<file path="src/hw/rtl/krts_pkg.sv">
`default_nettype none

package krts_pkg;

  typedef enum logic [1:0] {
    CMD_TICK      = 2'd0,
    CMD_ENQ_COMBO = 2'd1,
    CMD_ENQ_MEDIA = 2'd2,
    CMD_UNUSED    = 2'd3
  } cmd_e;

  typedef enum logic [2:0] {
    ACT_PRESS   = 3'd0,
    ACT_RELEASE = 3'd1,
    ACT_MEDIA   = 3'd2,
    ACT_ENQ     = 3'd3,
    ACT_FULL    = 3'd4
  } action_e;

  typedef enum logic {
    CFG_HOLD_TICKS = 1'b0,
    CFG_GAP_TICKS  = 1'b1
  } cfg_reg_e;

  localparam int unsigned CntWidth  = 10;
  localparam int unsigned CodeWidth = 16;

  localparam logic [CntWidth-1:0] HoldReset = 10'd14;
  localparam logic [CntWidth-1:0] GapReset  = 10'd8;

  typedef struct packed {
    logic                 media;
    logic [CodeWidth-1:0] code;
  } entry_t;

  typedef struct packed {
    logic space2;
    logic push0;
    logic push1;
  } rq_ctrl_t;

endpackage

`default_nettype wire

</file>
<file path="src/hw/rtl/krts_result_fifo.sv">
`default_nettype none

module krts_result_fifo
  import krts_pkg::*;
#(
  parameter int unsigned Width = 25
) (
  input  wire logic             clk_i,
  input  wire logic             rst_ni,
  input  wire rq_ctrl_t         ctrl_i,
  output rq_ctrl_t              ctrl_o,
  input  wire logic [Width-1:0] data0_i,
  input  wire logic [Width-1:0] data1_i,
  output logic                  out_valid_o,
  input  wire logic             out_stall_i,
  output logic [Width-1:0]      out_data_o
);

  localparam int unsigned Depth = 4;

  logic [Width-1:0] mem_q [Depth];
  logic [1:0]       wr_ptr_q, wr_ptr_d;
  logic [1:0]       rd_ptr_q, rd_ptr_d;
  logic [2:0]       cnt_q, cnt_d;
  logic             pop;

  assign pop         = (cnt_q != 3'd0) && !out_stall_i;
  assign out_valid_o = (cnt_q != 3'd0);
  assign out_data_o  = mem_q[rd_ptr_q];

  always_comb begin
    ctrl_o        = ctrl_i;
    ctrl_o.space2 = (cnt_q <= 3'd2);
  end

  always_comb begin
    wr_ptr_d = wr_ptr_q + {1'b0, ctrl_i.push0} + {1'b0, ctrl_i.push1};
    rd_ptr_d = rd_ptr_q + {1'b0, pop};
    cnt_d    = cnt_q + {2'b0, ctrl_i.push0} + {2'b0, ctrl_i.push1} - {2'b0, pop};
  end

  always_ff @(posedge clk_i) begin
    if (ctrl_i.push0) begin
      mem_q[wr_ptr_q] <= data0_i;
    end
    if (ctrl_i.push1) begin
      mem_q[wr_ptr_q + 2'd1] <= data1_i;
    end
  end

  always_ff @(posedge clk_i or negedge rst_ni) begin
    if (!rst_ni) begin
      wr_ptr_q <= '0;
      rd_ptr_q <= '0;
      cnt_q    <= '0;
    end else begin
      wr_ptr_q <= wr_ptr_d;
      rd_ptr_q <= rd_ptr_d;
      cnt_q    <= cnt_d;
    end
  end

endmodule

`default_nettype wire

</file>
<file path="src/hw/rtl/key_report_tx_scheduler.sv">
`default_nettype none

// Key report scheduler: queues combo and media key events (QUEUE_DEPTH
// entries) and paces them out on tick transactions: a combo is pressed for
// hold_ticks ticks and then released, and every release or nonzero media
// report is followed by gap_ticks ticks of silence. One input transaction is
// taken per clock; the results of an input are computed from its registered
// copy and written, at most two per input, into a four-entry result queue
// that drains one transaction per cycle while out_stall_i is low. The input
// stalls only while that result queue holds more than two entries. The event
// store has a write and a read port; its head entry is prefetched into a
// register with write forwarding. Configuration writes are always ready.
module key_report_tx_scheduler
  import krts_pkg::*;
#(
  parameter int unsigned QUEUE_DEPTH = 16
) (
  input  wire logic                               clk_i,
  input  wire logic                               rst_ni,
  input  wire logic                               in_valid_i,
  output logic                                    in_stall_o,
  input  wire logic [1:0]                         command_i,
  input  wire logic                               link_up_i,
  input  wire logic [15:0]                        key_code_i,
  output logic                                    out_valid_o,
  input  wire logic                               out_stall_i,
  output logic [2:0]                              action_o,
  output logic [15:0]                             code_out_o,
  output logic [$clog2(QUEUE_DEPTH+1)-1:0]        occupancy_o,
  output logic                                    last_o,
  input  wire logic                               cfg_valid_i,
  output logic                                    cfg_ready_o,
  input  wire logic                               cfg_index_i,
  input  wire logic [9:0]                         cfg_data_i
);

  localparam int unsigned PtrWidth = $clog2(QUEUE_DEPTH);
  localparam int unsigned OccWidth = $clog2(QUEUE_DEPTH + 1);
  localparam int unsigned ResWidth = 3 + CodeWidth + OccWidth + 1;
  localparam logic [PtrWidth-1:0] LastIdx = PtrWidth'(QUEUE_DEPTH - 1);
  localparam logic [OccWidth-1:0] FullCnt = OccWidth'(QUEUE_DEPTH);

  logic [CntWidth-1:0] hold_ticks_q, gap_ticks_q;

  logic                 in_valid_q;
  cmd_e                 cmd_q;
  logic                 link_q;
  logic [CodeWidth-1:0] code_q;

  entry_t               mem_q [QUEUE_DEPTH];
  entry_t               head_q;
  logic [PtrWidth-1:0]  rd_ptr_q, rd_ptr_d;
  logic [PtrWidth-1:0]  wr_ptr_q, wr_ptr_d;
  logic [OccWidth-1:0]  fill_q, fill_d;
  logic                 pend_q, pend_d;
  logic [CntWidth-1:0]  hold_q, hold_d;
  logic [CntWidth-1:0]  gap_q, gap_d;

  rq_ctrl_t             rq_in, rq_out;
  logic                 proc;
  logic                 mem_we;
  entry_t               wr_entry;
  action_e              act0, act1;
  logic [CodeWidth-1:0] code0, code1;
  logic [OccWidth-1:0]  occ0, occ1;
  logic                 last0;
  logic [ResWidth-1:0]  res0, res1, res_out;

  logic                 full, rel, pend1, deq;
  logic [CntWidth-1:0]  hold_dec, gap_dec, gap1;

  assign cfg_ready_o = 1'b1;

  always_ff @(posedge clk_i or negedge rst_ni) begin
    if (!rst_ni) begin
      hold_ticks_q <= HoldReset;
      gap_ticks_q  <= GapReset;
    end else if (cfg_valid_i) begin
      case (cfg_reg_e'(cfg_index_i))
        CFG_HOLD_TICKS: hold_ticks_q <= cfg_data_i;
        CFG_GAP_TICKS:  gap_ticks_q  <= cfg_data_i;
        default: ;
      endcase
    end
  end

  assign proc       = in_valid_q && rq_out.space2;
  assign in_stall_o = in_valid_q && !rq_out.space2;

  always_ff @(posedge clk_i or negedge rst_ni) begin
    if (!rst_ni) begin
      in_valid_q <= 1'b0;
    end else if (!in_stall_o) begin
      in_valid_q <= in_valid_i;
    end
  end

  always_ff @(posedge clk_i) begin
    if (in_valid_i && !in_stall_o) begin
      cmd_q  <= cmd_e'(command_i);
      link_q <= link_up_i;
      code_q <= key_code_i;
    end
  end

  function automatic logic [PtrWidth-1:0] ptr_inc(input logic [PtrWidth-1:0] p);
    ptr_inc = (p == LastIdx) ? '0 : p + PtrWidth'(1);
  endfunction

  always_comb begin
    full     = (fill_q == FullCnt);
    wr_entry.media = (cmd_q == CMD_ENQ_MEDIA);
    wr_entry.code  = (cmd_q == CMD_ENQ_MEDIA) ? code_q : {8'd0, code_q[7:0]};
    hold_dec = hold_q - CntWidth'(hold_q != '0);
    gap_dec  = gap_q - CntWidth'(gap_q != '0);
    rel      = pend_q && (hold_dec == '0);
    pend1    = pend_q && !rel;
    gap1     = rel ? gap_ticks_q : gap_dec;
    deq      = !pend1 && (gap1 == '0) && (fill_q != '0);

    rd_ptr_d = rd_ptr_q;
    wr_ptr_d = wr_ptr_q;
    fill_d   = fill_q;
    pend_d   = pend_q;
    hold_d   = hold_q;
    gap_d    = gap_q;
    mem_we   = 1'b0;
    rq_in    = '0;
    act0     = ACT_ENQ;
    code0    = wr_entry.code;
    occ0     = fill_q;
    last0    = 1'b1;
    act1     = ACT_PRESS;
    code1    = head_q.code;
    occ1     = fill_q - OccWidth'(1);

    if (proc) begin
      case (cmd_q)
        CMD_ENQ_COMBO, CMD_ENQ_MEDIA: begin
          rq_in.push0 = 1'b1;
          if (full) begin
            act0 = ACT_FULL;
          end else begin
            mem_we   = 1'b1;
            wr_ptr_d = ptr_inc(wr_ptr_q);
            fill_d   = fill_q + OccWidth'(1);
            occ0     = fill_q + OccWidth'(1);
          end
        end
        CMD_TICK: begin
          if (!link_q) begin
            rd_ptr_d    = '0;
            wr_ptr_d    = '0;
            fill_d      = '0;
            pend_d      = 1'b0;
            hold_d      = '0;
            gap_d       = '0;
            rq_in.push0 = pend_q;
            act0        = ACT_RELEASE;
            code0       = '0;
            occ0        = '0;
          end else begin
            pend_d = pend1;
            hold_d = hold_dec;
            gap_d  = gap1;
            if (deq) begin
              rd_ptr_d = ptr_inc(rd_ptr_q);
              fill_d   = fill_q - OccWidth'(1);
              if (!head_q.media) begin
                pend_d = 1'b1;
                hold_d = hold_ticks_q;
                act1   = ACT_PRESS;
              end else if (head_q.code != '0) begin
                gap_d  = gap_ticks_q;
                act1   = ACT_MEDIA;
              end
            end
            if (rel) begin
              rq_in.push0 = 1'b1;
              act0        = ACT_RELEASE;
              code0       = '0;
              occ0        = fill_q;
              if (deq && (!head_q.media || head_q.code != '0)) begin
                rq_in.push1 = 1'b1;
                last0       = 1'b0;
              end
            end else if (deq && (!head_q.media || head_q.code != '0)) begin
              rq_in.push0 = 1'b1;
              act0        = act1;
              code0       = head_q.code;
              occ0        = occ1;
            end
          end
        end
        default: ;
      endcase
    end
  end

  always_ff @(posedge clk_i) begin
    if (mem_we) begin
      mem_q[wr_ptr_q] <= wr_entry;
    end
    if (mem_we && (wr_ptr_q == rd_ptr_d)) begin
      head_q <= wr_entry;
    end else begin
      head_q <= mem_q[rd_ptr_d];
    end
  end

  always_ff @(posedge clk_i or negedge rst_ni) begin
    if (!rst_ni) begin
      rd_ptr_q <= '0;
      wr_ptr_q <= '0;
      fill_q   <= '0;
      pend_q   <= 1'b0;
      hold_q   <= '0;
      gap_q    <= '0;
    end else begin
      rd_ptr_q <= rd_ptr_d;
      wr_ptr_q <= wr_ptr_d;
      fill_q   <= fill_d;
      pend_q   <= pend_d;
      hold_q   <= hold_d;
      gap_q    <= gap_d;
    end
  end

  assign res0 = {act0, code0, occ0, last0};
  assign res1 = {act1, code1, occ1, 1'b1};

  krts_result_fifo #(
    .Width (ResWidth)
  ) u_result_fifo (
    .clk_i       (clk_i),
    .rst_ni      (rst_ni),
    .ctrl_i      (rq_in),
    .ctrl_o      (rq_out),
    .data0_i     (res0),
    .data1_i     (res1),
    .out_valid_o (out_valid_o),
    .out_stall_i (out_stall_i),
    .out_data_o  (res_out)
  );

  assign action_o    = res_out[ResWidth-1 -: 3];
  assign code_out_o  = res_out[OccWidth+1 +: CodeWidth];
  assign occupancy_o = res_out[1 +: OccWidth];
  assign last_o      = res_out[0];

endmodule

`default_nettype wire

</file>
<file path="config.mk">
export PLATFORM = sky130hd
export DESIGN_NAME = key_report_tx_scheduler
export DESIGN_NICKNAME = d
export VERILOG_FILES = /design/src/hw/rtl/krts_pkg.sv /design/src/hw/rtl/krts_result_fifo.sv /design/src/hw/rtl/key_report_tx_scheduler.sv
export SDC_FILE = /design/constraint.sdc
export NUM_CORES = 1
export LEC_CHECK = 0
export BUFFER_PORTS_ARGS = -buffer_cell sky130_fd_sc_hd__buf_2
export CORE_MARGIN = 8
export CORE_UTILIZATION = 25
export DETAILED_ROUTE_END_ITERATION = 7
export PLACE_DENSITY_LB_ADDON = 0.05
export SYNTH_ARGS = -nofsm -noshare
export SYNTH_HDL_FRONTEND = slang
export SYNTH_HIERARCHICAL = 1
export SYNTH_SLANG_ARGS = --single-unit
export TNS_END_PERCENT = 50
</file>
<file path="constraint.sdc">
create_clock -name clk_i -period 7.6 [get_ports clk_i]
set_clock_uncertainty 0.05 [all_clocks]
set_input_delay 1.52 -clock clk_i [delete_from_list [all_inputs] [get_ports clk_i]]
set_output_delay 1.52 -clock clk_i [all_outputs]
set_load 0.02 [all_outputs]
</file>
==> results.tsv, run 1 <==
metric	value	unit
Hold Vio Cnt, Final	0	
Setup Viol. Count Final	0	
chip width	300	um
worst setup margin	1790	ps
Pint	0.00546	W
clk root buf	clkbuf_16	
# port buffers	61	
Top Metal Used	met4	
startpoint types	register	
I/O pin total	63	
core area	0.0803	mm^2
DRC Markers	0	
Critical Path Slowest Stage Cell	nand3_2	
Setup crit end kind	register	
Final period util	0.765	
Finished Core Util	0.295	
Post-DRT Antenna Nets	0	
Final HPWL DP	36.7	mm
register area	0.0134	mm^2
met3 wirelength from detailed routing	2.39	mm
clock power share	0.329	
share of layout cells above drive strength 1	0.321	
metal2 WL	28.2	mm
most frequent cells in the layout	edfxtp_1, mux2_2, mux4_2, nand2_1, buf_2	
CTS tree	yes	
Post-CTS Setup Bufs	0	
antenna violations before repair	2	
DRT Pass-1 Iters	5	
switching share of power	0.321	
Longest Clk Path Bufs	3	
largest net degree at the start of global routing	63	
CP top delay family	simple AND/OR/NAND/NOR gates	
DR iter-0 viols	770	
first-pass GRT wire length	86.4	mm
Worst-Margin Slew	1170	ps
DP Worst Slack	1670	ps
worst path buffer plus inverter count	2	
row count	104	
Hold Buf Count CTS	0	
max_cap viols	0	
Pwr Total	0.00803	W
Sw Pwr	0.00258	W
Worst-path clk slew	60	ps
fin. max-slew vios	0	
Syn Inst Count	1210	
setup TNS	0	ps
gr usage total	0.130	
WL/cell	24.5	um
Comb power frac	0.250	
Leak	7.95	nW
Filler cells	7930	
Max Freq	172	MHz
Peak VDD IR	0.000153	V
Post-layout nets	1360	
CP required	7810	ps
# placed instances	2306	
clk_lat worst skew	610	ps
Pwr per Cell Area	339	mW/mm^2
syn_area_per_cell	16.7	um^2
M1 WL	27.8	mm
synth warn	6	
Seq pwr share	0.421	
routed wire length	59.2	mm
drt via density	4.61	
Tmin final	5810	ps
synthesized cell area	0.0202	mm^2
Area Growth Syn to Fin	17.4	%
CTS Sinks	457	
Die H	300	um
critical path, cell by cell	or3_1 -> nor4_1 -> nand2_1 -> ha_1 -> ha_1 -> or4b_1 -> nor4_2 -> xor2_1 -> nor4_2 -> a31oi_4 -> nor2_1 -> nand4_1 -> inv_1 -> nand3_2 -> o31ai_4 -> buf_4	
most common cell after layout, fill and taps aside	edfxtp_1	
CTS buffer count	56	
Critical Path Max Stage Delay	730	ps
Arr. time, crit path	6020	ps
HP Class	reg2reg	
Crit Path Class	reg2reg	
area of the multi-input gates	0.00654	mm^2
die area	0.0902	mm^2
RSZ-0062 raised after global routing	false	
slew margin rel.	0.215	
Layout Cells excl Fill	2411	
DR vias	11100	
depth of the CTS H-tree	2	
run status	complete, no violations	
initial core utilization	0.252	
Final GP Congestion	0.763	
Resize count post-CTS	0	
Crit Path Max Fanout	26	
vias in the first global route	11800	
total grt overflow	0	
[per-layer routing]
layer	vias to the layer above	global-route usage
li1	5039	-
met1	5791	0.179
met2	212	0.214
met3	67	0.0237
met4	0	0.0241
met5	-	0
[cell type report]
type,count,share of cell area
clock buffer,73,0.0648
multi-input combinational,670,0.276
clock inverter,31,0.0118
sequential,457,0.564
tap,1060,0.0559
inverter,28,0.00443
antenna,1,0.000106
timing repair buffer,91,0.0229
[flip-flops by register name, indices dropped and copies added (netlist names), 3 cells and up, named ones only]
signal	flops
mem_q	272
u_result_fifo/mem_q	100
code_q	16
gap_q	10
gap_ticks_q	10
hold_q	10
hold_ticks_q	10
fill_q	5
rd_ptr_q	4
wr_ptr_q	4
u_result_fifo/cnt_q	3
[power by group through the flow]
stage / logic (W) / registers (W) / clock network [W]
after floorplan: 0.00149 / 0.00325 / 0
after global placement: 0.00207 / 0.00344 / 0
after detailed placement: 0.00205 / 0.00345 / 0
after CTS: 0.00207 / 0.00340 / 0.00273
after global routing: 0.00222 / 0.00343 / 0.00283
final: 0.00201 / 0.00338 / 0.00264
[path summary, 6_finish.rpt]
| kind | from | slack, ps | endpoint | depth (start not counted) |
|---|---|---|---|---|
| worst max-delay path | gap_q[3]$_DFFE_PN0P_ | 1790 | u_result_fifo/mem_q[0][20]$_DFFE_PP_ | 16 |
| worst min-delay path | hold_ticks_q[9]$_DFFE_PN0P_ | 470 | hold_ticks_q[9]$_DFFE_PN0P_ | 1 |
| worst max register to register | gap_q[3]$_DFFE_PN0P_ | 1790 | u_result_fifo/mem_q[0][20]$_DFFE_PP_ | 16 |
| worst min register to register | hold_ticks_q[9]$_DFFE_PN0P_ | 470 | hold_ticks_q[9]$_DFFE_PN0P_ | 1 |
| max in group asynchronous | rst_ni | 5860 | u_result_fifo/rd_ptr_q[0]$_DFF_PN0_ | 2 |
| min in group asynchronous | rst_ni | 1060 | u_result_fifo/cnt_q[1]$_DFF_PN0_ | 2 |
[metrics by stage]
| step | area [um^2] | hold WS [ps] |
|---|---|---|
| 2_1_floorplan | 20200 | 410 |
| 3_3_place_gp | 21900 | 454 |
| 3_5_place_dp | 21900 | 464 |
| 4_1_cts | 23700 | 478 |
| 5_1_grt | 23700 | 500 |
| 6_report | 23700 | 472 |
Note: power is estimated with default switching activity, not from simulation.
==> run 2, diff against run 1 <==
==> constraint.sdc (replaced) <==
create_clock -name clk_i -period 4.8 [get_ports clk_i]
set_clock_uncertainty 0.05 [all_clocks]
set_input_delay 0.96 -clock clk_i [delete_from_list [all_inputs] [get_ports clk_i]]
set_output_delay 0.96 -clock clk_i [all_outputs]
set_load 0.02 [all_outputs]
==> results.tsv, run 2 (synthesized netlist as in run 1, its figures left out) <==
metric	value	unit
most frequent cells in the layout	edfxtp_1, mux2_2, mux4_2, buf_4, buf_2	
Post-layout nets	1407	
clk_lat worst skew	610	ps
Crit Path Max Fanout	13	
most used routing layer	met2	
vias in the first global route	12100	
Final GP Congestion	0.759	
clk root buf	clkbuf_16	
HP Class	in2async	
Arr. time, crit path	4940	ps
antenna violations before repair	0	
max reg flops	272	
WL/cell	24.1	um
setup TNS	0	ps
met2 usage	0.208	
Critical Path Max Stage Delay	540	ps
Post-CTS Setup Bufs	0	
CP top delay family	simple AND/OR/NAND/NOR gates	
depth of the CTS H-tree	2	
max_cap viols	0	
Finished Core Util	0.300	
instance area at placement	0.0224	mm^2
Peak VDD IR	0.000252	V
Pwr Total	0.0127	W
Critical Path Stages	12	
Leak	8.16	nW
core area	0.0803	mm^2
# placed instances	2354	
row count	104	
Layout Cells excl Fill	2454	
chip width	300	um
Setup crit end kind	register	
cells on worst reg2reg path	12	
CTS buffer count	55	
Longest Clk Path Bufs	3	
total grt overflow	0	
critical path, cell by cell	buf_4 -> mux4_2 -> a22oi_1 -> nand2_1 -> nor4_2 -> and4_2 -> nand2_1 -> nand4_1 -> inv_1 -> fa_1 -> fa_1 -> xnor2_1	
Post-DRT Antenna Nets	0	
Ant. Diodes	0	
die area	0.0902	mm^2
CTS Sinks	457	
Comb power frac	0.259	
GRT met3 Usage	0.0216	
run status	complete, no violations	
Die H	300	um
startpoint types	register	
Pwr per Cell Area	525	mW/mm^2
Crit Path Class	reg2reg	
share of layout cells above drive strength 1	0.341	
DRC Markers	0	
routed wire length	59.2	mm
Hold Vio Cnt, Final	0	
fin. max-slew vios	0	
Critical Path Slowest Stage Cell	mux4_2	
RSZ-0062 raised after global routing	false	
DR iter-0 viols	726	
gr usage total	0.130	
Seq pwr share	0.424	
Top reg by flops	mem_q	
Largest regs	mem_q: 272 flops, u_result_fifo/mem_q: 100 flops, code_q: 16 flops	
Final HPWL DP	37.2	mm
Sw Pwr	0.00404	W
CTS tree	yes	
Worst-path clk slew	60	ps
worst path buffer plus inverter count	2	
Max Freq	222	MHz
Tmin final	4510	ps
I/O pin total	63	
most common cell after layout, fill and taps aside	edfxtp_1	
DRT Pass-1 Iters	4	
met1 usage in global routing	0.183	
Final period util	0.940	
Worst-Margin Slew	977	ps
initial core utilization	0.252	
switching share of power	0.319	
# port buffers	61	
final instance area	0.0241	mm^2
Area Growth Syn to Fin	19.4	%
Setup Viol. Count Final	0	
Pint	0.00862	W
largest net degree at the start of global routing	36	
slew margin rel.	0.342	
first-pass GRT wire length	86.9	mm
CP required	5230	ps
DR vias	11300	
drt via density	4.60	
clock power share	0.317	
-- run 2: cell count changes in the layout (fill, tap and decap cells not counted), moves of 2 or more --
cell,change
buf_12,+8
nand2_2,+2
a211oi_1,-2
clkbuf_1,+5
nor4_1,-3
nor2b_1,+2
inv_6,-2
nor2b_2,-2
nor4_2,+2
nand2_1,-2
buf_4,+40
clkinv_1,+5
clkinv_2,-9
clkbuf_8,-2
-- run 2: cell type report --
cell class,instances,area (um^2)
clock inverter,25,201
multi-input combinational,670,6600
tap,1060,1330
clock buffer,75,1500
timing repair buffer,139,1000
sequential,457,13400
inverter,28,105
fill,7947,56200
-- run 2: worst register-to-register path: cells and delay by family (launching register included) --
kind                     cells  cell delay (ps)
flip-flops                   1              520
adder cells (fa/ha/maj)      2              910
XOR/XNOR                     1              130
buffers and inverters        2              470
AND/OR/NAND/NOR              5             1590
multiplexers                 1              540
AO/OA/AOI/OAI                1              190
-- run 2: per-layer routing --
metal	wire length, um	up-vias
li1	-	5131
met1	28500	5899
met2	27400	187
met3	2070	71
met4	1170	0
met5	0	-
-- run 2: timing repair --
action,CTS,global route
gates resized for setup,2,11
hold buffers,0,0
endpoints found under the setup margin,3,160
pin swaps,0,2
-- run 2: final timing paths --
check	start	to	slack [ps]
worst max-delay path	register	u_result_fifo/cnt_q[2]$_DFF_PN0_	290
worst min-delay path	rst_ni	u_result_fifo/rd_ptr_q[0]$_DFF_PN0_	420
worst max register to register	register	u_result_fifo/cnt_q[2]$_DFF_PN0_	290
worst min register to register	rd_ptr_q[3]$_DFF_PN0_	rd_ptr_q[3]$_DFF_PN0_	470
max in group asynchronous	rst_ni	hold_ticks_q[2]$_DFFE_PN1P_	3300
min in group clk_i	rd_ptr_q[3]$_DFF_PN0_	rd_ptr_q[3]$_DFF_PN0_	470
-- run 2: power groups by stage --
| stage | Sequential [W] | Combinational [W] | Clock, W |
|---|---|---|---|
| global route | 0.00544 | 0.00363 | 0.00432 |
| detailed placement | 0.00546 | 0.00329 | 0 |
| CTS | 0.00539 | 0.00331 | 0.00417 |
| floorplan | 0.00515 | 0.00236 | 0 |
| finish | 0.00537 | 0.00328 | 0.00401 |
| global placement | 0.00547 | 0.00330 | 0 |
-- run 2: through the flow --
stage	hold WS, ps	worst slack [ps]
floorplan	410	-277
global placement	465	15.6
detailed placement	467	-83.6
CTS	419	32.5
global route	435	3.68
finish	424	289
==> run 3, diff against run 2 <==
==> constraint.sdc (replaced) <==
create_clock -name clk_i -period 3.7 [get_ports clk_i]
set_clock_uncertainty 0.05 [all_clocks]
set_input_delay 0.74 -clock clk_i [delete_from_list [all_inputs] [get_ports clk_i]]
set_output_delay 0.74 -clock clk_i [all_outputs]
set_load 0.02 [all_outputs]
==> results.tsv, run 3 (synthesized netlist as in run 1, its figures left out) <==
metric	value	unit
Ant. Diodes	0	
max_cap viols	0	
crit path capture	u_result_fifo/cnt_q[2]$_DFF_PN0_	
DRC Markers	0	
worst setup margin	-337	ps
Longest Clk Path Bufs	3	
DP Worst Slack	-756	ps
run status	complete, but fails checks	
vias in the first global route	12600	
fin. max-slew vios	0	
Leak	9.61	nW
Hold Buf Count CTS	0	
Worst-path clk slew	60	ps
clk root buf	clkbuf_16	
Final period util	1.09	
share of layout cells above drive strength 1	0.454	
total grt overflow	0	
setup TNS	-32240	ps
Setup Viol. Count Final	202	
DRT Pass-1 Iters	5	
Largest regs	mem_q: 272 flops, u_result_fifo/mem_q: 100 flops, code_q: 16 flops	
WL/cell	23.7	um
worst r2r src	hold_q[4]$_DFFE_PN0P_	
CTS buffer count	54	
failing checks	negative setup slack	
hold slack	74.8	ps
first-pass GRT wire length	89.3	mm
Die H	300	um
Worst-Margin Slew	946	ps
I/O pin total	63	
# placed instances	2475	
CTS tree	yes	
Post-DRT Antenna Nets	0	
slew margin rel.	0.368	
CP required	4140	ps
# port buffers	61	
Post-layout nets	1585	
RSZ-0062 raised after global routing	true	
max reg flops	272	
Filler cells	7824	
row count	104	
core area	0.0803	mm^2
startpoint types	register	
most frequent cells in the layout	edfxtp_1, buf_4, mux4_2, clkbuf_16, buf_2	
Final HPWL DP	41.1	mm
Peak VDD IR	0.000372	V
chip width	300	um
worst flop-to-flop path endpoint	u_result_fifo/cnt_q[2]$_DFF_PN0_	
Max Freq	248	MHz
DR iter-0 viols	725	
Top reg by flops	mem_q	
Arr. time, crit path	4480	ps
largest net degree at the start of global routing	27	
Setup crit end kind	register	
Crit Path Class	reg2reg	
DR vias	12100	
clk_lat worst skew	620	ps
Critical path origin	hold_q[4]$_DFFE_PN0P_	
reg-to-reg slack, setup	-340	ps
Layout Cells excl Fill	2632	
Pwr per Cell Area	660	mW/mm^2
Hold Vio Cnt, Final	0	
drt via density	4.59	
CTS Sinks	457	
HP Class	in2async	
most common cell after layout, fill and taps aside	edfxtp_1	
Final GP Congestion	0.772	
depth of the CTS H-tree	2	
Tmin final	4040	ps
die area	0.0902	mm^2
Area Growth Syn to Fin	31.1	%
initial core utilization	0.252	
Crit Path Max Fanout	4	
routed wire length	62.4	mm
gr usage total	0.133	
antenna violations before repair	3	
cells on worst reg2reg path	21	
run 3: cell count changes in the layout (fill, tap and decap cells not counted), moves of 10 or more:
cell    before  now
nor2_4      13    3
buf_6        0   11
mux2_2     120   60
buf_12       9   28
buf_4       69  204
mux2_4       0   60
nor2_2       1   12
run 3: metal layers:
layer,vias up,part of all wire,global-route usage
met2,202,0.48,0.215
met5,-,0,0
met4,0,0.016,0.0312
li1,5474,-,-
met3,62,0.029,0.0178
met1,6346,0.47,0.189
run 3: how the worst min path moves through the flow:
stage	start	end	slack (ps)	depth (start not counted)
floorplan	rst_ni	fill_q[0]$_DFFE_PN0P_	390	0
finish	rst_ni	u_result_fifo/rd_ptr_q[1]$_DFF_PN0_	70	1
global route	rst_ni	u_result_fifo/rd_ptr_q[1]$_DFF_PN0_	90	1
global placement	hold_ticks_q[0]$_DFFE_PN0P_	hold_ticks_q[0]$_DFFE_PN0P_	460	1
CTS	rst_ni	u_result_fifo/rd_ptr_q[1]$_DFF_PN0_	60	1
detailed placement	hold_ticks_q[0]$_DFFE_PN0P_	hold_ticks_q[0]$_DFFE_PN0P_	470	1
run 3: area by class of cell:
cell class	instances	area, um^2	share of cell area
sequential	457	13400	0.505
inverter	28	108	0.00406
tap	1060	1330	0.0501
clock buffer	63	1390	0.0523
clock inverter	36	335	0.0127
multi-input combinational	672	7170	0.270
timing repair buffer	316	2790	0.105
run 3: repair_timing:
action	4_1_cts	5_1_grt
cloned	3	10
buffers inserted	24	22
resized for setup	52	99
setup endpoints to repair	217	221
pin swaps	21	27
run 3: power breakdown:
group	internal (W)	switching [W]
logic	0.00260	0.00292
registers	0.00637	0.000406
clock network	0.00297	0.00222
total	0.0119	0.00555
run 3: through the flow:
step,power (W),utilization,instance area (um^2)
2_1_floorplan,0.00986,-,20400
4_1_cts,0.0175,0.320,25700
5_1_grt,0.0185,0.330,26500
3_3_place_gp,0.0119,0.292,23400
3_5_place_dp,0.0119,0.292,23400
6_report,0.0175,0.330,26500
run 3: critical path: stages (launching register included):
cell      delay [ps]
dfrtp_1          390
nor4_2           270
buf_4            170
nand3_4           70
ha_4             190
buf_6            120
nand2b_4          60
buf_6            110
a31oi_1           70
o32a_1           220
nor4b_4          280
buf_4            180
buf_4            110
nand2b_1         110
a21oi_2           80
a211oi_4         270
inv_2             80
ha_4             260
inv_2             30
fa_2             340
fa_2             340
xnor2_1          130
